==> config.mk <==
export PLATFORM = sky130hd
export DESIGN_NAME = reed_solomon_parity_encoder
export DESIGN_NICKNAME = d
export VERILOG_FILES = /design/src/design/rspe_pkg.sv /design/src/design/rspe_front.sv /design/src/design/rspe_queue.sv /design/src/design/rspe_back.sv /design/src/design/reed_solomon_parity_encoder.sv
export SDC_FILE = /design/constraint.sdc
export NUM_CORES = 1
export LEC_CHECK = 0
export ABC_AREA = 1
export BUFFER_PORTS_ARGS = -buffer_cell sky130_fd_sc_hd__buf_2
export CAP_MARGIN = 20
export CORE_UTILIZATION = 62
export DETAILED_ROUTE_END_ITERATION = 10
export PLACE_DENSITY_LB_ADDON = 0.1
export SYNTH_ARGS = -nofsm -noshare
export SYNTH_HDL_FRONTEND = slang
export SYNTH_HIERARCHICAL = 1
export SYNTH_SLANG_ARGS = --single-unit
==> constraint.sdc <==
create_clock -name clk -period 8.9 [get_ports clk]
set_input_delay 1.78 -clock clk [delete_from_list [all_inputs] [get_ports clk]]
set_output_delay 1.78 -clock clk [all_outputs]
set_load 0.02 [all_outputs]
==> src/design/rspe_pkg.sv <==
package rspe_pkg;

    localparam int NUM_PARITY = 13;
    localparam int IDX_W = $clog2(NUM_PARITY);
    localparam logic [IDX_W-1:0] LAST_IDX = IDX_W'(NUM_PARITY - 1);
    localparam logic [7:0] GF_REDUCE = 8'h1D;

    // generator alpha exponents, highest degree first
    localparam logic [7:0] GEN_EXP [NUM_PARITY+1] = '{
        8'd0, 8'd74, 8'd152, 8'd176, 8'd100, 8'd86, 8'd100,
        8'd106, 8'd104, 8'd130, 8'd218, 8'd206, 8'd140, 8'd78
    };

    typedef struct packed {
        logic [7:0] data_byte;
        logic       last_data;
    } in_item_t;

    typedef struct packed {
        logic [7:0] parity_byte;
        logic       last_parity;
    } out_item_t;

    typedef logic [NUM_PARITY-1:0][7:0] block_t;

    typedef struct packed {
        logic full;
        logic avail;
    } q_status_t;

    function automatic logic [7:0] gf_double(input logic [7:0] a);
        logic [7:0] r;
        r = {a[6:0], 1'b0};
        if (a[7])
        begin
            r = r ^ GF_REDUCE;
        end
        return r;
    endfunction

    function automatic logic [7:0] gf_mul(input logic [7:0] a, input logic [7:0] b);
        logic [7:0] acc;
        logic [7:0] x;
        acc = 8'h00;
        x = a;
        for (int k = 0; k < 8; k++)
        begin
            if (b[k])
            begin
                acc = acc ^ x;
            end
            x = gf_double(x);
        end
        return acc;
    endfunction

    // elaboration only: constant exponent
    function automatic logic [7:0] gf_alpha_pow(input logic [7:0] e);
        logic [7:0] r;
        r = 8'h01;
        for (int k = 0; k < 256; k++)
        begin
            if (k < int'(e))
            begin
                r = gf_double(r);
            end
        end
        return r;
    endfunction

endpackage

==> src/design/rspe_front.sv <==
module rspe_front
(
    input  logic               clk,
    input  logic               rst_n,
    input  logic               data_valid,
    output logic               data_stall,
    input  rspe_pkg::in_item_t data,
    input  rspe_pkg::q_status_t q_status,
    output logic               push,
    output rspe_pkg::block_t   push_block
);

    logic [7:0] rem_reg  [rspe_pkg::NUM_PARITY];
    logic [7:0] rem_next [rspe_pkg::NUM_PARITY];
    logic [7:0] prod     [rspe_pkg::NUM_PARITY];
    logic [7:0] fb;
    logic       accept;

    assign data_stall = q_status.full;
    assign accept     = data_valid && !data_stall;
    assign fb         = data.data_byte ^ rem_reg[0];

    // constant multipliers of the generator
    for (genvar g = 0; g < rspe_pkg::NUM_PARITY; g++)
    begin : g_coef
        localparam logic [7:0] COEF = rspe_pkg::gf_alpha_pow(rspe_pkg::GEN_EXP[g+1]);
        assign prod[g] = rspe_pkg::gf_mul(fb, COEF);
    end

    always_comb
    begin
        for (int i = 0; i < rspe_pkg::NUM_PARITY - 1; i++)
        begin
            rem_next[i] = rem_reg[i+1] ^ prod[i];
        end
        rem_next[rspe_pkg::NUM_PARITY-1] = prod[rspe_pkg::NUM_PARITY-1];
    end

    always_comb
    begin
        for (int i = 0; i < rspe_pkg::NUM_PARITY; i++)
        begin
            push_block[i] = rem_next[i];
        end
    end

    assign push = accept && data.last_data;

    always_ff @(posedge clk or negedge rst_n)
    begin
        if (!rst_n)
        begin
            for (int i = 0; i < rspe_pkg::NUM_PARITY; i++)
            begin
                rem_reg[i] <= 8'h00;
            end
        end
        else if (accept)
        begin
            for (int i = 0; i < rspe_pkg::NUM_PARITY; i++)
            begin
                rem_reg[i] <= data.last_data ? 8'h00 : rem_next[i];
            end
        end
    end

endmodule

==> src/design/rspe_queue.sv <==
module rspe_queue
(
    input  logic                clk,
    input  logic                rst_n,
    input  logic                push,
    input  rspe_pkg::block_t    push_block,
    input  logic                pop,
    output rspe_pkg::block_t    pop_block,
    output rspe_pkg::q_status_t q_status
);

    localparam int DEPTH = 2;

    rspe_pkg::block_t entry_reg [DEPTH];
    logic       wr_ptr_reg;
    logic       wr_ptr_next;
    logic       rd_ptr_reg;
    logic       rd_ptr_next;
    logic [1:0] count_reg;
    logic [1:0] count_next;

    assign q_status.full  = (count_reg == 2'(DEPTH));
    assign q_status.avail = (count_reg != 2'd0);
    assign pop_block      = entry_reg[rd_ptr_reg];

    always_comb
    begin
        wr_ptr_next = push ? ~wr_ptr_reg : wr_ptr_reg;
        rd_ptr_next = pop ? ~rd_ptr_reg : rd_ptr_reg;
        count_next  = count_reg;
        if (push && !pop)
        begin
            count_next = count_reg + 2'd1;
        end
        else if (pop && !push)
        begin
            count_next = count_reg - 2'd1;
        end
    end

    always_ff @(posedge clk)
    begin
        if (push)
        begin
            entry_reg[wr_ptr_reg] <= push_block;
        end
    end

    always_ff @(posedge clk or negedge rst_n)
    begin
        if (!rst_n)
        begin
            wr_ptr_reg <= 1'b0;
            rd_ptr_reg <= 1'b0;
            count_reg  <= 2'd0;
        end
        else
        begin
            wr_ptr_reg <= wr_ptr_next;
            rd_ptr_reg <= rd_ptr_next;
            count_reg  <= count_next;
        end
    end

`ifndef SYNTHESIS
    a_no_overflow: assert property (@(posedge clk) disable iff (!rst_n)
        push |-> (!q_status.full || pop))
        else $error("block pushed into full queue");

    a_no_underflow: assert property (@(posedge clk) disable iff (!rst_n)
        pop |-> q_status.avail)
        else $error("block popped from empty queue");

    a_count_range: assert property (@(posedge clk) disable iff (!rst_n)
        count_reg <= 2'(DEPTH))
        else $error("queue count out of range");
`endif

endmodule

==> src/design/rspe_back.sv <==
module rspe_back
(
    input  logic                clk,
    input  logic                rst_n,
    input  rspe_pkg::q_status_t q_status,
    input  rspe_pkg::block_t    pop_block,
    output logic                pop,
    output logic                parity_valid,
    input  logic                parity_stall,
    output rspe_pkg::out_item_t parity
);

    rspe_pkg::block_t              shift_reg;
    rspe_pkg::block_t              shift_next;
    logic [rspe_pkg::IDX_W-1:0]    idx_reg;
    logic [rspe_pkg::IDX_W-1:0]    idx_next;
    logic                          busy_reg;
    logic                          busy_next;
    logic                          valid_reg;
    logic                          valid_next;
    rspe_pkg::out_item_t           out_reg;
    rspe_pkg::out_item_t           out_next;
    logic                          load_out;
    logic                          sending;
    logic                          finishing;

    assign load_out  = !valid_reg || !parity_stall;
    assign sending   = busy_reg && load_out;
    assign finishing = sending && (idx_reg == rspe_pkg::LAST_IDX);
    assign pop       = q_status.avail && (!busy_reg || finishing);

    always_comb
    begin
        shift_next = shift_reg;
        idx_next   = idx_reg;
        busy_next  = busy_reg;
        valid_next = valid_reg;
        out_next   = out_reg;
        if (load_out)
        begin
            valid_next = busy_reg;
        end
        if (sending)
        begin
            out_next.parity_byte = shift_reg[0];
            out_next.last_parity = (idx_reg == rspe_pkg::LAST_IDX);
            shift_next = {8'h00, shift_reg[rspe_pkg::NUM_PARITY-1:1]};
            idx_next   = idx_reg + rspe_pkg::IDX_W'(1);
        end
        if (finishing)
        begin
            busy_next = 1'b0;
            idx_next  = '0;
        end
        if (pop)
        begin
            shift_next = pop_block;
            idx_next   = '0;
            busy_next  = 1'b1;
        end
    end

    always_ff @(posedge clk)
    begin
        shift_reg <= shift_next;
        out_reg   <= out_next;
    end

    always_ff @(posedge clk or negedge rst_n)
    begin
        if (!rst_n)
        begin
            idx_reg   <= '0;
            busy_reg  <= 1'b0;
            valid_reg <= 1'b0;
        end
        else
        begin
            idx_reg   <= idx_next;
            busy_reg  <= busy_next;
            valid_reg <= valid_next;
        end
    end

    assign parity_valid = valid_reg;
    assign parity       = out_reg;

`ifndef SYNTHESIS
    a_idle_idx: assert property (@(posedge clk) disable iff (!rst_n)
        !busy_reg |-> (idx_reg == '0))
        else $error("byte index not cleared while idle");

    a_last_spacing: assert property (@(posedge clk) disable iff (!rst_n)
        (valid_reg && out_reg.last_parity && !parity_stall)
        |=> !(valid_reg && out_reg.last_parity))
        else $error("two final parity bytes in a row");
`endif

endmodule

==> src/design/reed_solomon_parity_encoder.sv <==
// latency: the last message byte's parity block passes through the block queue, the serializer and the output register
// throughput: one message byte per cycle in while the queue is not full; one parity byte per cycle out while
// parity_stall is low, 13 per message; the input stalls while two parity blocks wait for the serializer
// reset: asynchronous, active low; clears the remainder, the queue count and pointers and the output valid
module reed_solomon_parity_encoder
(
    input  logic                clk,
    input  logic                rst_n,
    input  logic                data_valid,
    output logic                data_stall,
    input  rspe_pkg::in_item_t  data,
    output logic                parity_valid,
    input  logic                parity_stall,
    output rspe_pkg::out_item_t parity
);

    rspe_pkg::q_status_t q_status;
    rspe_pkg::block_t    push_block;
    rspe_pkg::block_t    pop_block;
    logic                push;
    logic                pop;

    rspe_front u_front
    (
        .clk        (clk),
        .rst_n      (rst_n),
        .data_valid (data_valid),
        .data_stall (data_stall),
        .data       (data),
        .q_status   (q_status),
        .push       (push),
        .push_block (push_block)
    );

    rspe_queue u_queue
    (
        .clk        (clk),
        .rst_n      (rst_n),
        .push       (push),
        .push_block (push_block),
        .pop        (pop),
        .pop_block  (pop_block),
        .q_status   (q_status)
    );

    rspe_back u_back
    (
        .clk          (clk),
        .rst_n        (rst_n),
        .q_status     (q_status),
        .pop_block    (pop_block),
        .pop          (pop),
        .parity_valid (parity_valid),
        .parity_stall (parity_stall),
        .parity       (parity)
    );

endmodule
Yosys cells after proc, flatten, opt, wreduce, memory -nomap -nowiden --
Memories as Yosys holds them, arrays and structs flattened. Cells that the tools add are included.
Cells by class: $add $sub $neg 3, $mul 0, div/mod/pow operators 0, order comparisons 0, equal/unequal tests 2, shift-type cells 0, multiplexer cells 31, bitwise gates (word level) 47, reductions and logical operators 20
Operator list (number):
- 8-bit bitwise XOR | 38
- 104-bit two-way mux | 2
- 8-bit two-way mux | 13
- 5-bit two-way mux | 7
- 4-bit inverter | 7
- 4-bit two-way mux | 3
- 2-bit nonzero test | 4
- 1-bit logical AND | 7
- 1-bit zero test | 6
- 4-bit by 1-bit adder with 4-bit output, second input constant | 1
- 4-bit == test, second input constant | 1
- 1-bit two-way mux | 4
- 2-bit two-way mux | 2
- 3-bit nonzero test | 1
- 2-bit by 1-bit adder with 2-bit output, second input constant | 1
- 2-bit == test, second input constant | 1
- 1-bit logical OR | 2
- 1-bit inverter | 2
- 2-bit by 1-bit subtractor with 2-bit output, second input constant | 1
Storage, ports and cells: bits in registers 227, bits in latches 0, RAM bits 208, memory bits (read-only) 0, input bits 13, output and inout port bits 11, memories kept 1
Memory list:
- u_queue.entry_reg | depth 2, width 104, read ports 1, clocked after Yosys merged registers in 0, wr ports 1, RTL line rspe_queue.sv:14 | rspe_pkg::block_t entry_reg [DEPTH];

Depth between registers and ports, before layout --
Gate-level depths: netlist (run 1).
depth after elaboration 18, mapped depth 16, mapped depth without buffers 15

Modules after synthesis --
Netlist (run 1), hierarchy kept.
Modules (own cells, without submodules):
- rspe_queue | times used 1, cells an instance 349, area an instance 7962.6 µm², sequential area each 6346.1 µm²
- rspe_front | times used 1, cells an instance 936, area an instance 7128.1 µm², sequential area each 2602.5 µm²
- rspe_back | times used 1, cells an instance 495, area an instance 5143.7 µm², sequential area each 3543.4 µm²

Worst setup path after synthesis (run 1) --
No wires, ideal clock.
path kind input port to flip-flop, from input data_valid, to memory u_queue/entry_reg[0][0] (netlist name), enable pin, library setup time 0.568 ns, arrival 7.095 ns, required time 8.332 ns, setup slack 1.237 ns, stages on the path 8, path buffers 2, cells stage by stage inv_1 -> nor2_1 -> inv_1 -> clkbuf_1 -> clkbuf_1 -> nor2_1 -> inv_1 -> nor2_1
Between the ends: word-level cells in the longest chain between the ends 4
Ends and longest elaborated chain:
- start, declared | RTL line reed_solomon_parity_encoder.sv:9 | input logic data_valid,
- 1-bit logical AND | RTL line rspe_front.sv:20 | assign accept = data_valid && !data_stall;
- 1-bit logical AND | RTL line rspe_front.sv:47 | assign push = accept && data.last_data;
- via push | RTL line reed_solomon_parity_encoder.sv:20 | logic push;
- 1-bit two-way mux | RTL line rspe_queue.sv:43 | if (push)
- 1-bit two-way mux (not written as such) | RTL line rspe_queue.sv:45 | entry_reg[wr_ptr_reg] <= push_block;
- end, declared | RTL line rspe_queue.sv:14
The timed path passes the listed nets, and every way through them passes these cells.

Final worst setup path (run 1) --
from input data_valid, to memory u_queue/entry_reg[0][5] (netlist name), enable pin
Same word-level chain as after synthesis.

==> flow_summary.json, run 1 <==
{
  "status": "complete, no violations",
  "drive_gt1_share_pct": 16.1,
  "relSlewSlack_pct": 37.3,
  "hpwl_um": 27300,
  "cts_tree": "done",
  "slew_viol_final": 0,
  "synth_top_area_share_pct": 47.6,
  "drc": 0,
  "routed_wl_um": 43600,
  "cts_root_buf": "clkbuf_16",
  "finalCritPeriodShare_pct": 47.2,
  "grt_pass1_vias": 12500,
  "start_util_pct": 63.6,
  "cts_buffers": 44,
  "die_h_um": 183,
  "worstPathMaxFanout": 53,
  "min_period_ps": 4200,
  "async_reset_ff_share_pct": 26.2,
  "cts_setup_buffers": 0,
  "fin_nets": 1808,
  "final_cell_mix": "551 x nand2_1, 321 x edfxtp_1, 137 x inv_1, 137 x nand3_1, 114 x xor2_1",
  "pin_count": 24,
  "worst_path_most_repeated_cell": "buf_4",
  "finalSetupViolations": 0,
  "clkLatencyLatePin_ps": 550,
  "coreArea_um2": 31800,
  "cp.arrival_ps": 4370,
  "track_usage_pct": 27.1,
  "rsz0062_at_grt": "false",
  "critPathKind": "input port to flip-flop",
  "fin_setup_tns_ps": 0,
  "drv_cap": 0,
  "path_delay_family": "buffers and inverters",
  "path_clk_slew_ps": 60,
  "grt_pass1_wl_um": 68800,
  "r2r_slack_ps": 5200,
  "num-fill-cells": 2279,
  "cts_hold_buf": 0,
  "gp_congestion": 0.933,
  "power.density_nw_per_um2": 423,
  "max_freq_mhz": 238,
  "ir_drop_mv": 0.290,
  "syn_inst": 1780,
  "first_pass_iters": 5,
  "num_vias": 12600,
  "ys.flop_type": "edfxtp_1",
  "num_rows": 65,
  "routedWlPerCell_um": 19.3,
  "clockBufferDepth": 3,
  "numPortBuffers": 23,
  "clock_sink_count": 435,
  "worstRegToRegCells": 6,
  "die_w_um": 183,
  "cpPeakStageDelay_ps": 690,
  "crit_start": "data_valid",
  "cp_slowest_cell": "buf_4",
  "ys_ff_latch": 435,
  "die-area_um2": 33400,
  "antenna_cells": 0,
  "synth_fp_nets": 1796,
  "syn2layout_area_growth_pct": 9.29,
  "largest_register_ffs": 208,
  "r2r-start": "u_queue/count_reg[0]$_DFFE_PN0P_",
  "worst-path-buf-inv": 7,
  "reg2reg_to": "u_back/shift_reg[102]$_SDFFCE_PN0P_",
  "synth.distinct_cells": 40,
  "htree_levels": 2,
  "worst_slack_ps": 4700,
  "tightest_slew_ps": 940,
  "grt_max_degree": 74,
  "yosysTopAreaCell": "edfxtp_1",
  "layout_commonest_cell": "nand2_1",
  "cp.required_ps": 9070,
  "grt_overflow": 0,
  "hp-class": "flip-flop to flip-flop",
  "via_per_inst": 5.55,
  "dp_slack_ps": 4130,
  "clock-skew-final_ps": 16.8,
  "yosysSeqAreaShare_pct": 61.7,
  "worstSetupEndpointType": "flip-flop",
  "detail-route-antenna-nets": 0,
  "ctsResizeCount": 0,
  "antenna_found_initial": 0,
  "syn_area_um2": 20200,
  "synth_area_leaders": "edfxtp_1 48%, dfrtp_1 14%, nand2_1 10%, xor2_1 4.9%, mux2_4 3.7%",
  "leakage_uw": 0.00960,
  "first_iter_violations": 857,
  "cp-endpoint": "u_queue/entry_reg[0][5]$_DFFE_PP_",
  "cp.depth": 10,
  "hold_viol_final": 0,
  "start_kind": "input port",
  "synth_edf_count": 321,
  "ys_warn_count": 6,
  "cp_cell_sequence": "buf_2 > inv_1 > nor2_4 > buf_4 > inv_2 > nor2_1 > inv_1 > nor2_4 > buf_4 > buf_4",
  "syn_area_per_cell_um2": 11.4
}
## final cells by class
type | count | area [µm²] | area share [%]
repair buffers | 37 | 223 | 1.01
inverters | 146 | 556 | 2.51
flip-flops and latches | 435 | 12500 | 56.5
multi-input cells | 1128 | 6790 | 30.7
well taps | 435 | 544 | 2.46
clock buffers | 66 | 1300 | 5.86
clock inverters | 16 | 211 | 0.956
## through the flow
step | std cells | hold slack [ps] | total power, µW | util, % | area (µm²)
finish | 2263 | 421 | 9360 | 69.5 | 22100
global route | 2263 | 435 | 9880 | 69.5 | 22100
CTS | 2263 | 425 | 9370 | 69.5 | 22100
detailed placement | 2181 | 411 | 7430 | 64.8 | 20600
global placement | 2181 | 403 | 7300 | 64.8 | 20600
floorplan | 1780 | 400 | 6430 | - | 20200
## how the worst min path moves through the flow
stage,start,to,slack (ps),depth (start not counted)
floorplan,u_back/shift_reg[0]$_DFFE_PP_,u_back/parity[1]$_DFFE_PP_,400,0
global placement,u_back/shift_reg[1]$_DFFE_PP_,u_back/parity[2]$_DFFE_PP_,400,0
detailed placement,u_back/shift_reg[1]$_DFFE_PP_,u_back/parity[2]$_DFFE_PP_,410,0
CTS,u_back/shift_reg[1]$_DFFE_PP_,u_back/parity[2]$_DFFE_PP_,420,0
global route,u_back/shift_reg[1]$_DFFE_PP_,u_back/parity[2]$_DFFE_PP_,430,0
finish,u_back/shift_reg[5]$_DFFE_PP_,u_back/parity[6]$_DFFE_PP_,420,0
## metal layers
metal	vias up	part of all wire [%]	GRT usage (%)
met2	375	46	42.1
li1	5905	-	-
met1	6184	44	39.0
met5	-	0	0
met3	95	6.2	4.03
met4	0	3.0	9.95
## where the power goes
part / switching, µW / leakage (µW) / internal [µW] / total (µW)
clock: 754 / 0.000731 / 1150 / 1910
combinational: 2510 / 0.00438 / 1220 / 3720
sequential: 312 / 0.00449 / 3410 / 3720
## kinds of logic after synthesis
group                      count (synthesis)  share of synthesized area [%]
and+or+nand+nor                          797                           17.3
buffers and inverters                    217                           4.96
muxes                                    104                           6.72
AOI/OAI and AO/OA                         78                           2.28
DFF                                      435                           61.7
adders and majority gates                  3                          0.186
xor gates and xnor gates                 146                           6.84
## synth_stat cells (2+ instances only)
library cell  number
nand2_1          553
edfxtp_1         321
inv_1            139
nand3_1          137
dfrtp_1          114
xor2_1           114
mux2_2            54
mux2_4            50
nand2_2           42
o21ai_0           42
clkbuf_1          38
nor2_1            21
xnor2_1           21
o22ai_1           20
and2_1            17
nand2_4           17
buf_2             16
a22o_1             9
buf_6              9
inv_2              6
xor2_2             6
buf_12             5
ha_1               3
or2_1              3
xnor2_2            3
a21oi_1            2
nand2_8            2
nand3b_1           2
nand4_1            2
o21ai_2            2
No activity file was read; power rests on OpenSTA's default activity.
==> inputs of run 2 (changes only) <==
clock period = 4.06 ns   (was 8.9 ns; I/O delays follow)
==> run 2 against run 1 <==
Setup slack got worse by 3400 ps. Worst hold slack got worse by 90 ps. Sequential cell count unchanged. Final area increased by 0.51%. Critical path type is now flip-flop to flip-flop.
==> flow_summary.json, run 2 (synthesis results as in run 1) <==
{
  "status": "complete, no violations",
  "clock_sink_count": 435,
  "num_vias": 12700,
  "grt_overflow": 0,
  "rsz0062_at_grt": "false",
  "hp-class": "input port to asynchronous set/reset pin",
  "final_cells": 2277,
  "pin_count": 24,
  "gp_congestion": 0.907,
  "cpPeakStageDelay_ps": 400,
  "grt_max_degree": 105,
  "cts_hold_buf": 0,
  "drive_gt1_share_pct": 16.6,
  "path_delay_family": "simple AND/OR/NAND/NOR gates",
  "syn2layout_area_growth_pct": 9.86,
  "hold_viol_final": 0,
  "worst-path-buf-inv": 4,
  "worstPathMaxFanout": 11,
  "routed_wl_um": 48100,
  "dpl.cell_count": 2192,
  "cp.required_ps": 4360,
  "cp_slowest_cell": "dfrtp_1",
  "drv_cap": 0,
  "path_clk_slew_ps": 60,
  "layout_commonest_cell": "nand2_1",
  "num_rows": 65,
  "finalCritPeriodShare_pct": 68.5,
  "cts_root_buf": "clkbuf_16",
  "largest_register_ffs": 208,
  "cp.arrival_ps": 3080,
  "min_period_ps": 2780,
  "relSlewSlack_pct": 46.5,
  "finalSetupViolations": 0,
  "start_kind": "flip-flop",
  "power.density_nw_per_um2": 929,
  "worstSetupEndpointType": "flip-flop",
  "die_h_um": 183,
  "cts_tree": "done",
  "start_util_pct": 63.6,
  "clkLatencyLatePin_ps": 550,
  "via_per_inst": 5.58,
  "max_freq_mhz": 360,
  "cts_buffers": 45,
  "tightest_slew_ps": 802,
  "die-area_um2": 33400,
  "hpwl_um": 30600,
  "coreArea_um2": 31800,
  "ir_drop_mv": 0.640,
  "detail-route-antenna-nets": 0,
  "cp_cell_sequence": "inv_2 > nand2_1 > nand2_1 > nand2_1 > nand2_2 > nand2_1 > nand2_1 > inv_1 > nand2_1 > nand2_1 > inv_1 > nand2_1 > nand2_1 > inv_1",
  "fin_nets": 1820,
  "grt_pass1_vias": 12700,
  "routedWlPerCell_um": 21.1,
  "leakage_uw": 0.00965,
  "ctsResizeCount": 0,
  "final_cell_mix": "551 x nand2_1, 321 x edfxtp_1, 137 x inv_1, 137 x nand3_1, 114 x xor2_1",
  "fin_setup_tns_ps": 0,
  "drc": 0,
  "antenna_found_initial": 1,
  "grt_pass1_wl_um": 74200,
  "critPathKind": "flip-flop to flip-flop",
  "clock-skew-final_ps": 13.1,
  "first_iter_violations": 1378,
  "clockBufferDepth": 3,
  "worst_path_most_repeated_cell": "nand2_1",
  "slew_viol_final": 0,
  "r2r_slack_ps": 1280,
  "track_usage_pct": 30.1,
  "numPortBuffers": 23,
  "cts_setup_buffers": 0,
  "htree_levels": 2,
  "die_w_um": 183,
  "first_pass_iters": 5
}
run 2: cell count changes in the layout (fill, tap and decap cells not counted), sizes merged:
| cell | previous run | this run |
|---|---|---|
| buf | 37 | 48 |
| bufinv | 5 | 2 |
| diode | 0 | 1 |
| clkinv | 10 | 16 |
| clkbuf | 66 | 63 |
| inv | 146 | 148 |
run 2: worst paths after layout:
kind | startpoint | cells past startpoint | endpoint
worst max-delay path | u_front/rem_reg[102]$_DFFE_PN0P_ | 14 | u_queue/entry_reg[1][69]$_DFFE_PP_
worst min-delay path | rst_n | 1 | u_queue/wr_ptr_reg$_DFFE_PN0P_
worst max register to register | u_front/rem_reg[102]$_DFFE_PN0P_ | 14 | u_queue/entry_reg[1][69]$_DFFE_PP_
worst min register to register | u_back/shift_reg[5]$_DFFE_PP_ | 0 | u_back/parity[6]$_DFFE_PP_
max in group asynchronous | rst_n | 2 | u_front/rem_reg[75]$_DFFE_PN0P_
min in group clk | u_back/shift_reg[5]$_DFFE_PP_ | 0 | u_back/parity[6]$_DFFE_PP_
run 2: per-stage QoR:
stage / setup slack [ps] / util, % / cell area, µm² / hold WS [ps] / power (µW)
after floorplan: 228 / - / 20200 / 400 / 14100
after CTS: 1320 / 69.9 / 22200 / 345 / 20700
final: 1280 / 69.9 / 22200 / 330 / 20700
after global routing: 1080 / 69.9 / 22200 / 394 / 21800
after global placement: 860 / 65.4 / 20800 / 401 / 16400
after detailed placement: 847 / 65.4 / 20800 / 407 / 16700
run 2: layout make-up:
class | count | area (µm²)
timing repair buffer | 48 | 405
fill | 2300 | 9570
tap | 435 | 544
antenna | 1 | 2.50
clock buffer | 63 | 1280
sequential | 435 | 12500
clock inverter | 21 | 159
multi-input combinational | 1128 | 6790
inverter | 146 | 557
run 2: metal layers:
layer  global-route usage [%]  share of wire [%]
met3                     6.01                7.3
met1                     43.4                 44
met2                     46.7                 47
met5                        0                  0
met4                     8.34                2.3
run 2: where the power goes:
part           internal, µW  switching (µW)
clock                  2330            1670
sequential             7470             698
combinational          2750            5740
==> inputs of run 3 (changes only) <==
clock period = 2.9 ns   (was 4.06 ns; I/O delays follow)
==> run 3 against run 2 <==
Sequential power up 40%. Cell count rose by 1.0%. Worst hold slack worse by 300 ps. Maximum frequency increased by 16%. Combinational power increased by 45%. Largest power group unchanged. Highest routed layer unchanged.
==> flow_summary.json, run 3 (synthesis results as in run 1) <==
{
  "status": "complete, no violations",
  "multiInputGateArea_um2": 6800,
  "routed_wl_um": 47100,
  "coreArea_um2": 31800,
  "dpl.cell_count": 2216,
  "antenna_cells": 0,
  "final_cells": 2300,
  "use_met1_pct": 42.0,
  "detail-route-antenna-nets": 0,
  "ir_drop_mv": 1.02,
  "cts_tree": "done",
  "antenna_found_initial": 0,
  "first_iter_violations": 1157,
  "grt_max_degree": 98,
  "power.density_nw_per_um2": 1310,
  "start_kind": "flip-flop",
  "max_freq_mhz": 418,
  "hpwl_um": 31100,
  "path_clk_slew_ps": 70,
  "die_w_um": 183,
  "die_h_um": 183,
  "cp.arrival_ps": 2690,
  "via_per_inst": 5.53,
  "drv_cap": 0,
  "routedWlPerCell_um": 20.5,
  "worstPathMaxFanout": 10,
  "cp_slowest_cell": "dfrtp_1",
  "cts_buffers": 45,
  "htree_levels": 2,
  "worst_slack_ps": 506,
  "cp_cell_sequence": "inv_2 > nand2_1 > nand2_2 > nand2_2 > nand2_8 > nand3_2 > nand2_1 > buf_4 > nand2_1 > nand2_1 > nand2_1 > and2_1",
  "cts_root_buf": "clkbuf_16",
  "start_util_pct": 63.6,
  "clkLatencyLatePin_ps": 550,
  "worst_path_most_repeated_cell": "nand2_1",
  "final_cell_mix": "551 x nand2_1, 321 x edfxtp_1, 137 x nand3_1",
  "first_pass_iters": 6,
  "fin_nets": 1844,
  "cts_hold_buf": 0,
  "ctsResizeCount": 0,
  "layout_commonest_cell": "nand2_1",
  "clock-skew-final_ps": 17.7,
  "finalSetupViolations": 0,
  "cpPeakStageDelay_ps": 450,
  "grt_overflow": 0,
  "grt_pass1_wl_um": 73100,
  "num_rows": 65,
  "rsz0062_at_grt": "false",
  "seq_area_um2": 12500,
  "grt_pass1_vias": 12700,
  "largest_register_ffs": 208,
  "clock_sink_count": 435,
  "relSlewSlack_pct": 50.4,
  "leakage_uw": 0.00983,
  "finalPower_uw": 29500,
  "critPathKind": "flip-flop to flip-flop",
  "die-area_um2": 33400,
  "grt_util_met2_pct": 46.7,
  "min_period_ps": 2390,
  "syn2layout_area_growth_pct": 11.6,
  "drc": 0,
  "gp_congestion": 0.908,
  "track_usage_pct": 29.4,
  "cp.required_ps": 3200,
  "num-fill-cells": 2250,
  "drive_gt1_share_pct": 18.1,
  "slew_viol_final": 0,
  "numPortBuffers": 23,
  "num_vias": 12700,
  "grt.busiest_layer": "met2",
  "finalCritPeriodShare_pct": 82.5,
  "worstSetupEndpointType": "flip-flop",
  "cts_setup_buffers": 0,
  "hold_viol_final": 0,
  "hp-class": "input port to asynchronous set/reset pin",
  "use_met3_pct": 4.91,
  "pin_count": 24,
  "tightest_slew_ps": 743,
  "clockBufferDepth": 3,
  "dp_slack_ps": 286
}
==> run 3: path summary, 6_finish.rpt <==
| path | startpoint | to | slack, ps | cells after the start |
|---|---|---|---|---|
| worst max-delay path | u_front/rem_reg[100]$_DFFE_PN0P_ | u_queue/entry_reg[0][7]$_DFFE_PP_ | 510 | 12 |
| worst min-delay path | rst_n | u_front/rem_reg[95]$_DFFE_PN0P_ | 30 | 1 |
| worst max register to register | u_front/rem_reg[100]$_DFFE_PN0P_ | u_queue/entry_reg[0][7]$_DFFE_PP_ | 510 | 12 |
| worst min register to register | u_back/shift_reg[0]$_DFFE_PP_ | u_back/parity[1]$_DFFE_PP_ | 420 | 0 |
| max in group asynchronous | rst_n | u_back/idx_reg[3]$_DFFE_PN0P_ | 2160 | 2 |
| min in group clk | parity_stall | u_back/parity_valid$_DFFE_PN0P_ | 280 | 3 |
==> run 3: critical path: cells and delay by family (launching register included) <==
kind	cells	cell delay [ps]
buffers and inverters	2	370
DFF	1	450
and+or+nand+nor	10	1320
==> run 3: final cells by class <==
class / count / share of cell area [%]
sequential: 435 / 55.3
multi-input combinational: 1128 / 30.1
clock buffer: 63 / 5.65
timing repair buffer: 72 / 2.98
inverter: 146 / 2.50
tap: 435 / 2.41
clock inverter: 21 / 1.05
==> run 3: report_power, final <==
group / total (µW) / leakage, µW / switching, µW / internal (µW)
clock: 5870 / 0.000739 / 2350 / 3520
combinational: 12300 / 0.00460 / 8130 / 4150
sequential: 11400 / 0.00449 / 922 / 10500
==> run 3: layer usage <==
metal,wire length [µm],vias to the layer above,part of all wire (%)
li1,-,5983,-
met1,20400,6199,43
met2,22200,461,47
met3,3250,79,6.9
met4,1230,0,2.6
met5,0,-,0
==> run 3: through the flow <==
stage / hold slack, ps / area [µm²] / TNS (ps) / util [%]
after floorplan: 284 / 20300 / -51000 / -
after global placement: 404 / 21100 / 0 / 66.3
after detailed placement: 407 / 21100 / 0 / 66.3
after CTS: 18.2 / 22600 / 0 / 71.0
after global routing: 54.1 / 22600 / 0 / 71.0
final: 29.1 / 22600 / 0 / 71.0
